==> src/design/double_hash_displacing_table_defines.svh <==
// Assertion macros for the double hashing displacement table.
// Used by the top level only; needs clock and reset in scope.
`ifndef DOUBLE_HASH_DISPLACING_TABLE_DEFINES_SVH
`define DOUBLE_HASH_DISPLACING_TABLE_DEFINES_SVH
// same-cycle implication
`define DHDT_ASSERT_NOW(label, ante, cons) \
   label: assert property (@(posedge clock) disable iff (reset) (ante) |-> (cons)) \
      else $error("dhdt assertion failed");
// next-cycle implication
`define DHDT_ASSERT_NEXT(label, ante, cons) \
   label: assert property (@(posedge clock) disable iff (reset) (ante) |=> (cons)) \
      else $error("dhdt assertion failed");
`endif

==> src/design/dhdt_pkg.sv <==
// Shared types and constants of the double hashing displacement table.
// No dependencies.
`timescale 1ns / 1ps
package dhdt_pkg;
   localparam int MAX_SLOTS = 1024;
   localparam int IDX_W = $clog2(MAX_SLOTS);
   localparam int CNT_W = 11;
   localparam int KEY_W = 64;
   localparam int HASH_W = 31;
   localparam int VAL_W = 32;
   localparam int CM1_W = 32;
   localparam int PROD_W = CM1_W + CNT_W;
   localparam int DIV_W = PROD_W + 1;
   localparam int DCNT_W = $clog2(DIV_W + 1);

   typedef enum logic [2:0] {
      ST_INSERTED = 3'd0,
      ST_REPLACED = 3'd1,
      ST_FULL     = 3'd2,
      ST_FOUND    = 3'd3,
      ST_NOTFOUND = 3'd4
   } status_type;

   typedef enum logic [1:0] {
      MS_HOME = 2'd0,
      MS_INC  = 2'd1,
      MS_IDX  = 2'd2
   } mod_sel_type;

   typedef struct packed {
      logic              valid;
      logic [KEY_W-1:0]  key;
      logic [HASH_W-1:0] hash;
      logic [VAL_W-1:0]  value;
      logic [CNT_W-1:0]  probes;
   } entry_type;

   typedef struct packed {
      logic        clr_wr;
      logic        load;
      logic        mod_start;
      mod_sel_type mod_sel;
      logic        cap_home;
      logic        cap_inc;
      logic        cap_idx;
      logic        rd;
      logic        adv;
      logic        wr_cur;
      logic        swap;
      logic        occ_inc;
      logic        rsp_load;
      status_type  rsp_code;
   } cmd_type;

   typedef struct packed {
      logic clr_done;
      logic mod_done;
      logic func;
      logic top;
      logic e_valid;
      logic e_match;
      logic e_stop;
      logic full;
      logic steps_lim;
   } stat_type;
endpackage

==> src/design/dhdt_ctrl.sv <==
// Controller: clearing pass, probe walk sequencing, displacement decisions.
// Depends on dhdt_pkg.
`timescale 1ns / 1ps
module dhdt_ctrl (
   input  logic                clock,
   input  logic                reset,
   input  dhdt_pkg::stat_type  stat,
   output dhdt_pkg::cmd_type   cmd,
   input  logic                req_valid,
   output logic                req_ready,
   output logic                rsp_valid,
   input  logic                rsp_ready
);
   typedef enum logic [3:0] {
      S_CLEAR, S_IDLE, S_H_GO, S_H_WAIT, S_I_GO, S_I_WAIT,
      S_X_GO, S_X_WAIT, S_RD, S_EVAL, S_RESP
   } state_type;

   state_type state_ff, state_in;

   always_comb begin
      cmd = '0;
      cmd.mod_sel = dhdt_pkg::MS_HOME;
      cmd.rsp_code = dhdt_pkg::ST_NOTFOUND;
      state_in = state_ff;
      case (state_ff)
         S_CLEAR: begin
            cmd.clr_wr = 1'b1;
            if (stat.clr_done) state_in = S_IDLE;
         end
         S_IDLE: begin
            if (req_valid) begin
               cmd.load = 1'b1;
               state_in = S_H_GO;
            end
         end
         S_H_GO: begin
            cmd.mod_start = 1'b1;
            state_in = S_H_WAIT;
         end
         S_H_WAIT: begin
            if (stat.mod_done) begin
               cmd.cap_home = 1'b1;
               state_in = S_I_GO;
            end
         end
         S_I_GO: begin
            cmd.mod_sel = dhdt_pkg::MS_INC;
            cmd.mod_start = 1'b1;
            state_in = S_I_WAIT;
         end
         S_I_WAIT: begin
            if (stat.mod_done) begin
               cmd.cap_inc = 1'b1;
               state_in = S_X_GO;
            end
         end
         S_X_GO: begin
            cmd.mod_sel = dhdt_pkg::MS_IDX;
            cmd.mod_start = 1'b1;
            state_in = S_X_WAIT;
         end
         S_X_WAIT: begin
            if (stat.mod_done) begin
               cmd.cap_idx = 1'b1;
               state_in = S_RD;
            end
         end
         S_RD: begin
            cmd.rd = 1'b1;
            state_in = S_EVAL;
         end
         S_EVAL: begin
            if (stat.func) begin
               if (stat.e_match) begin
                  cmd.rsp_load = 1'b1;
                  cmd.rsp_code = dhdt_pkg::ST_FOUND;
                  state_in = S_RESP;
               end else if (!stat.e_valid || stat.e_stop) begin
                  cmd.rsp_load = 1'b1;
                  cmd.rsp_code = dhdt_pkg::ST_NOTFOUND;
                  state_in = S_RESP;
               end else begin
                  cmd.adv = 1'b1;
                  state_in = S_RD;
               end
            end else begin
               if (stat.e_match) begin
                  cmd.wr_cur = 1'b1;
                  cmd.rsp_load = 1'b1;
                  cmd.rsp_code = stat.top ? dhdt_pkg::ST_REPLACED : dhdt_pkg::ST_INSERTED;
                  state_in = S_RESP;
               end else if (!stat.e_valid || stat.e_stop) begin
                  cmd.rsp_load = 1'b1;
                  state_in = S_RESP;
                  if (stat.top && stat.full) begin
                     cmd.rsp_code = dhdt_pkg::ST_FULL;
                  end else if (!stat.e_valid) begin
                     cmd.wr_cur = 1'b1;
                     cmd.occ_inc = 1'b1;
                     cmd.rsp_code = dhdt_pkg::ST_INSERTED;
                  end else if (stat.steps_lim) begin
                     cmd.rsp_code = dhdt_pkg::ST_INSERTED;
                  end else begin
                     cmd.rsp_load = 1'b0;
                     cmd.wr_cur = 1'b1;
                     cmd.swap = 1'b1;
                     state_in = S_H_GO;
                  end
               end else begin
                  cmd.adv = 1'b1;
                  state_in = S_RD;
               end
            end
         end
         S_RESP: begin
            if (rsp_ready) state_in = S_IDLE;
         end
         default: state_in = S_IDLE;
      endcase
   end

   always_ff @(posedge clock) begin
      if (reset) begin
         state_ff <= S_CLEAR;
      end else begin
         state_ff <= state_in;
      end
   end

   assign req_ready = (state_ff == S_IDLE);
   assign rsp_valid = (state_ff == S_RESP);
endmodule

==> config.mk <==
export PLATFORM = sky130hd
export DESIGN_NAME = dhdt_ctrl
export DESIGN_NICKNAME = d
export VERILOG_FILES = /design/src/design/double_hash_displacing_table_defines.svh /design/src/design/dhdt_pkg.sv /design/src/design/dhdt_ctrl.sv
export SDC_FILE = /design/constraint.sdc
export NUM_CORES = 1
export LEC_CHECK = 0
export BUFFER_PORTS_ARGS = -buffer_cell sky130_fd_sc_hd__buf_2
export CAP_MARGIN = 20
export CORE_MARGIN = 1.5
export CORE_UTILIZATION = 35
export DETAILED_ROUTE_END_ITERATION = 16
export GPL_ROUTABILITY_DRIVEN = 0
export PLACE_DENSITY = 0.68
export SLEW_MARGIN = 0
export SYNTH_ARGS = -nofsm -noshare
export SYNTH_HDL_FRONTEND = slang
export SYNTH_SLANG_ARGS = --single-unit
==> constraint.sdc <==
create_clock -name clock -period 3.49 [get_ports clock]
set_input_delay 1.047 -clock clock [delete_from_list [all_inputs] [get_ports clock]]
set_output_delay 1.047 -clock clock [all_outputs]
set_load 0.005 [all_outputs]
After elaboration in Yosys (flattened, before gate mapping)
Cells that the tools add are included. W data, S select, Z words.

Bits in registers: 4. Word-level logic and storage cells: 70. Output and inout port bits: 19.

Equal/unequal tests: 16. Reductions and logical operators: 6. Mux-type cells: 47.

Operators with widths (count): $mux W4 (17); $pmux W4 S11 (1); $mux W1 (18); $eq A4 B3 Y1 const B (4); $eq A4 B4 Y1 const B (3); $mux W3 (4); $ne A2 B2 Y1 const B (5); $eq A4 B2 Y1 const B (2); $mux W2 (4); $mux W8 (1); $mux W7 (1); $reduce_and A6 Y1 (1); $eq A4 B1 Y1 const B (1); $logic_not A4 Y1 (1); $pmux W2 S2 (1); $reduce_or A3 Y1 (1); $ne A2 B1 Y1 const B (1); $logic_and A1 B1 Y1 (1); $logic_not A1 Y1 (1); $logic_or A1 B1 Y1 (1).

Longest topological paths before layout
Gate-level depths: netlist of the first run.

Depth after elaboration: 7. Gate-level depth with buffers: 5.

Least setup slack after synthesis of the first run
OpenSTA, ideal clock, no wires.

Path type: input port to output port. Start: input port stat[2] in the netlist's numbering. End: output port cmd[1] in the netlist's numbering. Data required time: 2.443 ns. Path buffers: 0. Arrival time: 1.625 ns. Slack: 0.818 ns. Stages on the path: 4. Cells stage by stage: inv_1 -> a2111oi_0 -> a21oi_1 -> nor2_1.

RTL lines: start: declaration (line dhdt_ctrl.sv:7) `input dhdt_pkg::stat_type stat,`; end: declaration (line dhdt_ctrl.sv:8) `output dhdt_pkg::cmd_type cmd,`.

==> impl_metrics.csv, run 1 <==
group,metric,value,unit
outcome,status,"finished, final reports clean",
clock_tree,root_buffer,"clkbuf_4",
grt,antenna_found_initial,0,
worst_setup_path,worstRegToRegCells,4,
logic_synthesis,ys_seq_area_share,15.8,%
worst_setup_path,critical-path-top-delay-family,"compound AO/OA/AOI/OAI gates",
grt,grt_usage,18.6,%
floorplanning,start_util,38.5,%
placed_design,port_buffers,31,
clock_tree,clock_latency,230,ps
timing,setup_viol,0,
power_and_ir_drop,p_leak,0.000315,uW
worst_setup_path,path_max_fanout,4,
logic_synthesis,netlist_instances,80,
logic_synthesis,yosysWarnings,0,
logic_synthesis,syn_area_per_cell,6.33,sq um
timing,finalClockSkew,2.25,ps
worst_setup_path,crit_path_end_kind,"output port",
power_and_ir_drop,ir_drop,117,uV
min_path,hp-class,"reg -> reg",
routing,via_per_inst,5.65,
timing,setup_tns,0,ps
routing,routedWlPerCell,11.4,um
routing,drtPass1Iterations,4,
grt,grt_pass1_vias,508,
worst_setup_path,cp_slowest_stage_delay,390,ps
routing,ant_nets,0,
logic_synthesis,yosys.area.top_type_share,15.8,%
min_path,hold_depth,2,
clock_tree,cts_tree,"built",
timing,slew_violations,0,
logic_synthesis,ys_ff_latch,4,
grt,grt_max_degree,19,
cells_and_area,nFillCells,142,
cells_and_area,top_register,"state_ff",
timing,slew_headroom,69.5,%
worst_setup_path,cp_slowest_cell,"a2111oi_0",
timing,worstMarginPinSlew,457,ps
grt,grt_overflow,0,
logic_synthesis,synth.area.top_cells,"dfxtp_1, nor3_1, nor2_1",
clock_tree,cts_buffer_depth,2,
logic_synthesis,netlist_area,507,sq um
logic_synthesis,netlist-cell-type-count,27,
clock_tree,post-cts-setup-buffers,0,
clock_tree,cts.clk_slew.worst_paths,40,ps
logic_synthesis,yosysTopAreaCell,"dfxtp_1",
worst_setup_path,start_kind,"input port",
worst_setup_path,cp_cell_sequence,"buf_2 -> inv_1 -> a2111oi_0 -> a21oi_1 -> nor2_1 -> buf_2",
cells_and_area,top_regs,"state_ff x4",
power_and_ir_drop,powerDensity,216,nW/um^2
timing,fin_crit_sh,84.4,%
logic_synthesis,synth_nets,93,
clock_tree,cts_buffers,3,
placed_design,dp_hpwl,1060,um
floorplanning,num_io_pins,32,
routing,vias,706,
floorplanning,coreArea,1320,sq um
clock_tree,cts_sinks,4,
clock_tree,hold_buffers,0,
routing,wl,1420,um
clock_tree,htree_levels,1,
flow_run,drv_cap,0,
floorplanning,chipHeight,41.1,um
routing,drt-initial-drc-count,19,
timing,fmaxAchievable,339,MHz
worst_setup_path,crit_type,"in -> out",
clock_tree,cts_resized,0,
worst_setup_path,cp_data_required_time,2440,ps
cells_and_area,final_cell_mix,"buf_2, nor2_1, nor3_1",
floorplanning,rows,13,
cells_and_area,antennaDiodeCount,0,
cells_and_area,drive_gt1_share,32.7,%
grt,grt_pass1_wl,2170,um
worst_setup_path,arrival,1900,ps
worst_setup_path,cp.depth,6,
floorplanning,design.die.area,1690,sq um
worst_setup_path,cp_common_cell,"buf_2",
worst_setup_path,cp_num_buf_inv,3,
floorplanning,die_x,41.1,um
power_and_ir_drop,total_power,148,uW
timing,hold_viol,0,
cells_and_area,largest_reg_flops,4,
cells_and_area,nNetsFinal,125,
cells_and_area,syn_to_final_growth,34.8,%
timing,period_minus_slack,2950,ps
cells_and_area,mostFrequentLayoutCell,"buf_2",
timing,rsz0062_at_grt,"false",
routing,drc,0,
==> logic make-up after synthesis <==
logic type | synth area share [%]
buf+inv | 8.39
flops | 15.8
simple gates | 45.2
compound gates | 28.9
xor+xnor | 1.73
==> tightest hold or removal path: stages, from the launching register on <==
cell and delay [ps]:
dfxtp_1 300, buf_4 210, nor3_1 80
==> final timing paths <==
| path | slack [ps] | from | to |
|---|---|---|---|
| worst max-delay path | 540 | stat[2] | cmd[1] |
| worst min-delay path | 640 | state_ff[3] | state_ff[2] |
| worst max register to register | 1950 | state_ff[2] | state_ff[1] |
| worst min register to register | 640 | state_ff[3] | state_ff[2] |
==> synth_stat cells <==
cell        n
and2_1      1
o21ai_0     7
a211oi_1    1
buf_4       1
nor3_1     10
nand2b_1    3
nand2_1     4
a21oi_1     6
nor3b_1     1
a221oi_1    2
nor2b_1     3
xor2_1      1
nor4_1      3
nand4b_1    1
buf_2       4
and3_1      2
o32ai_1     1
a2111oi_0   2
a31oi_1     2
nand3_1     2
dfxtp_1     4
or4_1       1
o31ai_1     1
nor2_1     11
o32a_1      1
nand2b_4    1
inv_1       4
==> layer usage <==
layer | global-route usage [%] | wire (um)
met3 | 4.89 | 105
met5 | 0 | 0
met2 | 25.0 | 625
met4 | 0 | 0
met1 | 29.9 | 692
==> cell type report <==
| class | instances | area, sq um | area share (%) |
|---|---|---|---|
| inverters | 4 | 15.0 | 2.20 |
| well taps | 15 | 18.8 | 2.75 |
| clock buffers | 3 | 22.5 | 3.30 |
| repair buffers | 32 | 163 | 23.8 |
| flip-flops and latches | 4 | 80.1 | 11.7 |
| multi-input cells | 67 | 384 | 56.2 |
==> per-stage QoR <==
| step | instance area, sq um | utilization [%] | instances | hold slack [ps] | setup slack [ps] |
|---|---|---|---|---|---|
| 2_1_floorplan | 507 | - | 80 | 587 | 818 |
| 4_1_cts | 683 | 51.9 | 125 | 638 | 546 |
| 3_5_place_dp | 661 | 50.1 | 122 | 635 | 554 |
| 3_3_place_gp | 661 | 50.1 | 122 | 632 | 576 |
| 6_report | 683 | 51.9 | 125 | 636 | 543 |
| 5_1_grt | 683 | 51.9 | 125 | 680 | 406 |
==> where the power goes <==
group | leakage [uW] | switching [uW] | internal [uW]
logic | 0.000269 | 19.6 | 17.8
registers | 0.0000325 | 5.34 | 47.5
clock network | 0.0000138 | 19.0 | 38.5
total | 0.000315 | 44.0 | 104
Note: power is estimated with default switching activity, not from simulation.
==> run 2: changes to the inputs <==
--- a/config.mk
+++ b/config.mk
@@ -11,7 +11,7 @@
 export CORE_UTILIZATION = 35
 export DETAILED_ROUTE_END_ITERATION = 16
 export GPL_ROUTABILITY_DRIVEN = 0
-export PLACE_DENSITY = 0.68
+export PLACE_DENSITY = 0.71
 export SLEW_MARGIN = 0
 export SYNTH_ARGS = -nofsm -noshare
 export SYNTH_HDL_FRONTEND = slang
==> constraint.sdc (replaced) <==
create_clock -name clock -period 2.7 [get_ports clock]
set_input_delay 0.81 -clock clock [delete_from_list [all_inputs] [get_ports clock]]
set_output_delay 0.81 -clock clock [all_outputs]
set_load 0.005 [all_outputs]
==> run 2 against run 1 <==
Global-route usage increased by 1.9 points; sequential share of layout area decreased by 0.49 points; worst setup slack got worse by 310 ps; count of clock-buffer cells in the layout unchanged; combinational power increased by 60%; routed wire length increased by 14%; via count increased by 3.4%; sequential power increased by 18%; register-to-register slack got worse by 640 ps; highest routed layer is now met4.
==> impl_metrics.csv, run 2 (synthesized netlist as in run 1, its figures left out) <==
group,metric,value,unit
outcome,status,"finished, final reports clean",
grt,grt_overflow,0,
placed_design,port_buffers,31,
min_path,whs_endpoint,"state_ff[0]",
timing,rsz0062_at_grt,"false",
min_path,hp-class,"reg -> reg",
floorplanning,design.die.area,1690,sq um
grt,grt_pass1_wl,2230,um
power_and_ir_drop,ir_drop,222,uV
routing,wl_met3,135,um
power_and_ir_drop,comb_power_share,30.2,%
cells_and_area,nFillCells,141,
cells_and_area,top_register,"state_ff",
cells_and_area,final_cell_mix,"buf_2, nor2_1, nor3_1",
min_path,min_from,"state_ff[0]",
worst_setup_path,crit_path_end_kind,"output port",
worst_setup_path,cp_data_required_time,1890,ps
grt,grt_pass1_vias,492,
clock_tree,cts_tree,"built",
timing,fmaxAchievable,405,MHz
cells_and_area,ff_latch_area,80.1,sq um
timing,slew_violations,0,
cells_and_area,mostFrequentLayoutCell,"buf_2",
floorplanning,num_io_pins,32,
worst_setup_path,crit_type,"in -> out",
worst_setup_path,arrival,1660,ps
timing,hold_viol,0,
power_and_ir_drop,switchingPower,60.8,uW
power_and_ir_drop,clkPwrFrac,38.3,%
routing,drt-met1-wl,758,um
placed_design,dp_hpwl,1180,um
timing,finalClockSkew,3.38,ps
clock_tree,cts_resized,0,
clock_tree,cts.clk_slew.worst_paths,30,ps
floorplanning,start_util,38.5,%
clock_tree,hold_buffers,0,
timing,worstMarginPinSlew,446,ps
timing,fin_crit_sh,91.5,%
floorplanning,coreArea,1320,sq um
worst_setup_path,regToRegSetupSlack,1310,ps
routing,drc,0,
worst_setup_path,worstRegToRegCells,3,
worst_setup_path,rr_startpoint,"state_ff[3]",
routing,drtPass1Iterations,5,
floorplanning,chipHeight,41.1,um
cells_and_area,multi_input_area,384,sq um
clock_tree,clock_latency,240,ps
grt,grt_max_degree,16,
cells_and_area,nNetsFinal,129,
floorplanning,rows,13,
floorplanning,die_x,41.1,um
grt,antenna_found_initial,0,
power_and_ir_drop,powerDensity,278,nW/um^2
power_and_ir_drop,internal_power,137,uW
timing,slew_headroom,70.3,%
clock_tree,post-cts-setup-buffers,0,
timing,setup_tns,0,ps
worst_setup_path,start_kind,"input port",
clock_tree,cts_buffers,3,
routing,vias,730,
routing,routedWlPerCell,12.6,um
power_and_ir_drop,p_leak,0.000335,uW
cells_and_area,post-route-util,54.1,%
cells_and_area,top_regs,"state_ff x4",
clock_tree,htree_levels,1,
routing,via_per_inst,5.66,
cells_and_area,syn_to_final_growth,40.7,%
power_and_ir_drop,swShare,30.7,%
timing,period_minus_slack,2470,ps
cells_and_area,antennaDiodeCount,0,
clock_tree,root_buffer,"clkbuf_4",
flow_run,drv_cap,0,
worst_setup_path,regToRegEndpoint,"state_ff[3]",
clock_tree,cts_sinks,4,
routing,ant_nets,0,
routing,wl,1620,um
routing,wl_met2,713,um
power_and_ir_drop,pwr-share-seq,31.5,%
routing,drt-initial-drc-count,20,
cells_and_area,drive_gt1_share,35.1,%
min_path,hold_depth,2,
worst_setup_path,path_max_fanout,4,
grt,grt_usage,20.4,%
cells_and_area,largest_reg_flops,4,
routing,highest_layer,"met4",
timing,setup_viol,0,
clock_tree,cts_buffer_depth,2,
==> run 2: cell types whose count changed in the layout (fill, tap and decap cells not counted), sizes merged <==
cell / delta
buf: +4
==> run 2: routing by layer <==
layer  up-vias  GRT usage, %
met4         0          5.00
met2        37          28.9
met1       322          30.2
met5         -             0
li1        369             -
met3         2          4.89
==> run 2: area by class of cell <==
cell class / instances / area share, %
Sequential cell: 4 / 11.2
Multi-Input combinational cell: 67 / 53.9
Inverter: 4 / 2.11
Clock buffer: 3 / 3.16
Tap cell: 15 / 2.63
Timing Repair Buffer: 36 / 27.0
==> run 2: worst max path at each step <==
stage                        from      to  slack [ps]  depth (start not counted)
after floorplan           stat[2]  cmd[1]         500                          4
after global placement    stat[2]  cmd[1]         260                          6
after detailed placement  stat[2]  cmd[1]         240                          6
after CTS                 stat[2]  cmd[1]         230                          6
after global routing      stat[2]  cmd[1]          90                          6
final                     stat[2]  cmd[1]         230                          6
==> run 2: critical path: stages <==
cell and delay [ps]:
buf_2 110, inv_1 60, a2111oi_0 390, a21oi_1 90, nor2_1 90, buf_2 120
==> run 2: through the flow <==
step | setup WS, ps | cells | cell area [sq um] | power (uW) | hold slack, ps
after floorplan | 502 | 80 | 507 | 94.1 | 587
after global placement | 256 | 126 | 691 | 121 | 648
after detailed placement | 241 | 126 | 691 | 122 | 649
after CTS | 229 | 129 | 713 | 198 | 655
after global routing | 91.7 | 129 | 713 | 210 | 705
final | 230 | 129 | 713 | 198 | 658
==> run 2: power groups by stage <==
stage | combinational [uW] | clock, uW | sequential [uW]
after floorplan | 30.0 | 0 | 64.1
after global placement | 57.3 | 0 | 63.2
after detailed placement | 58.7 | 0 | 63.1
after CTS | 58.9 | 76.8 | 62.3
after global routing | 65.8 | 81.5 | 62.4
final | 59.9 | 75.8 | 62.4
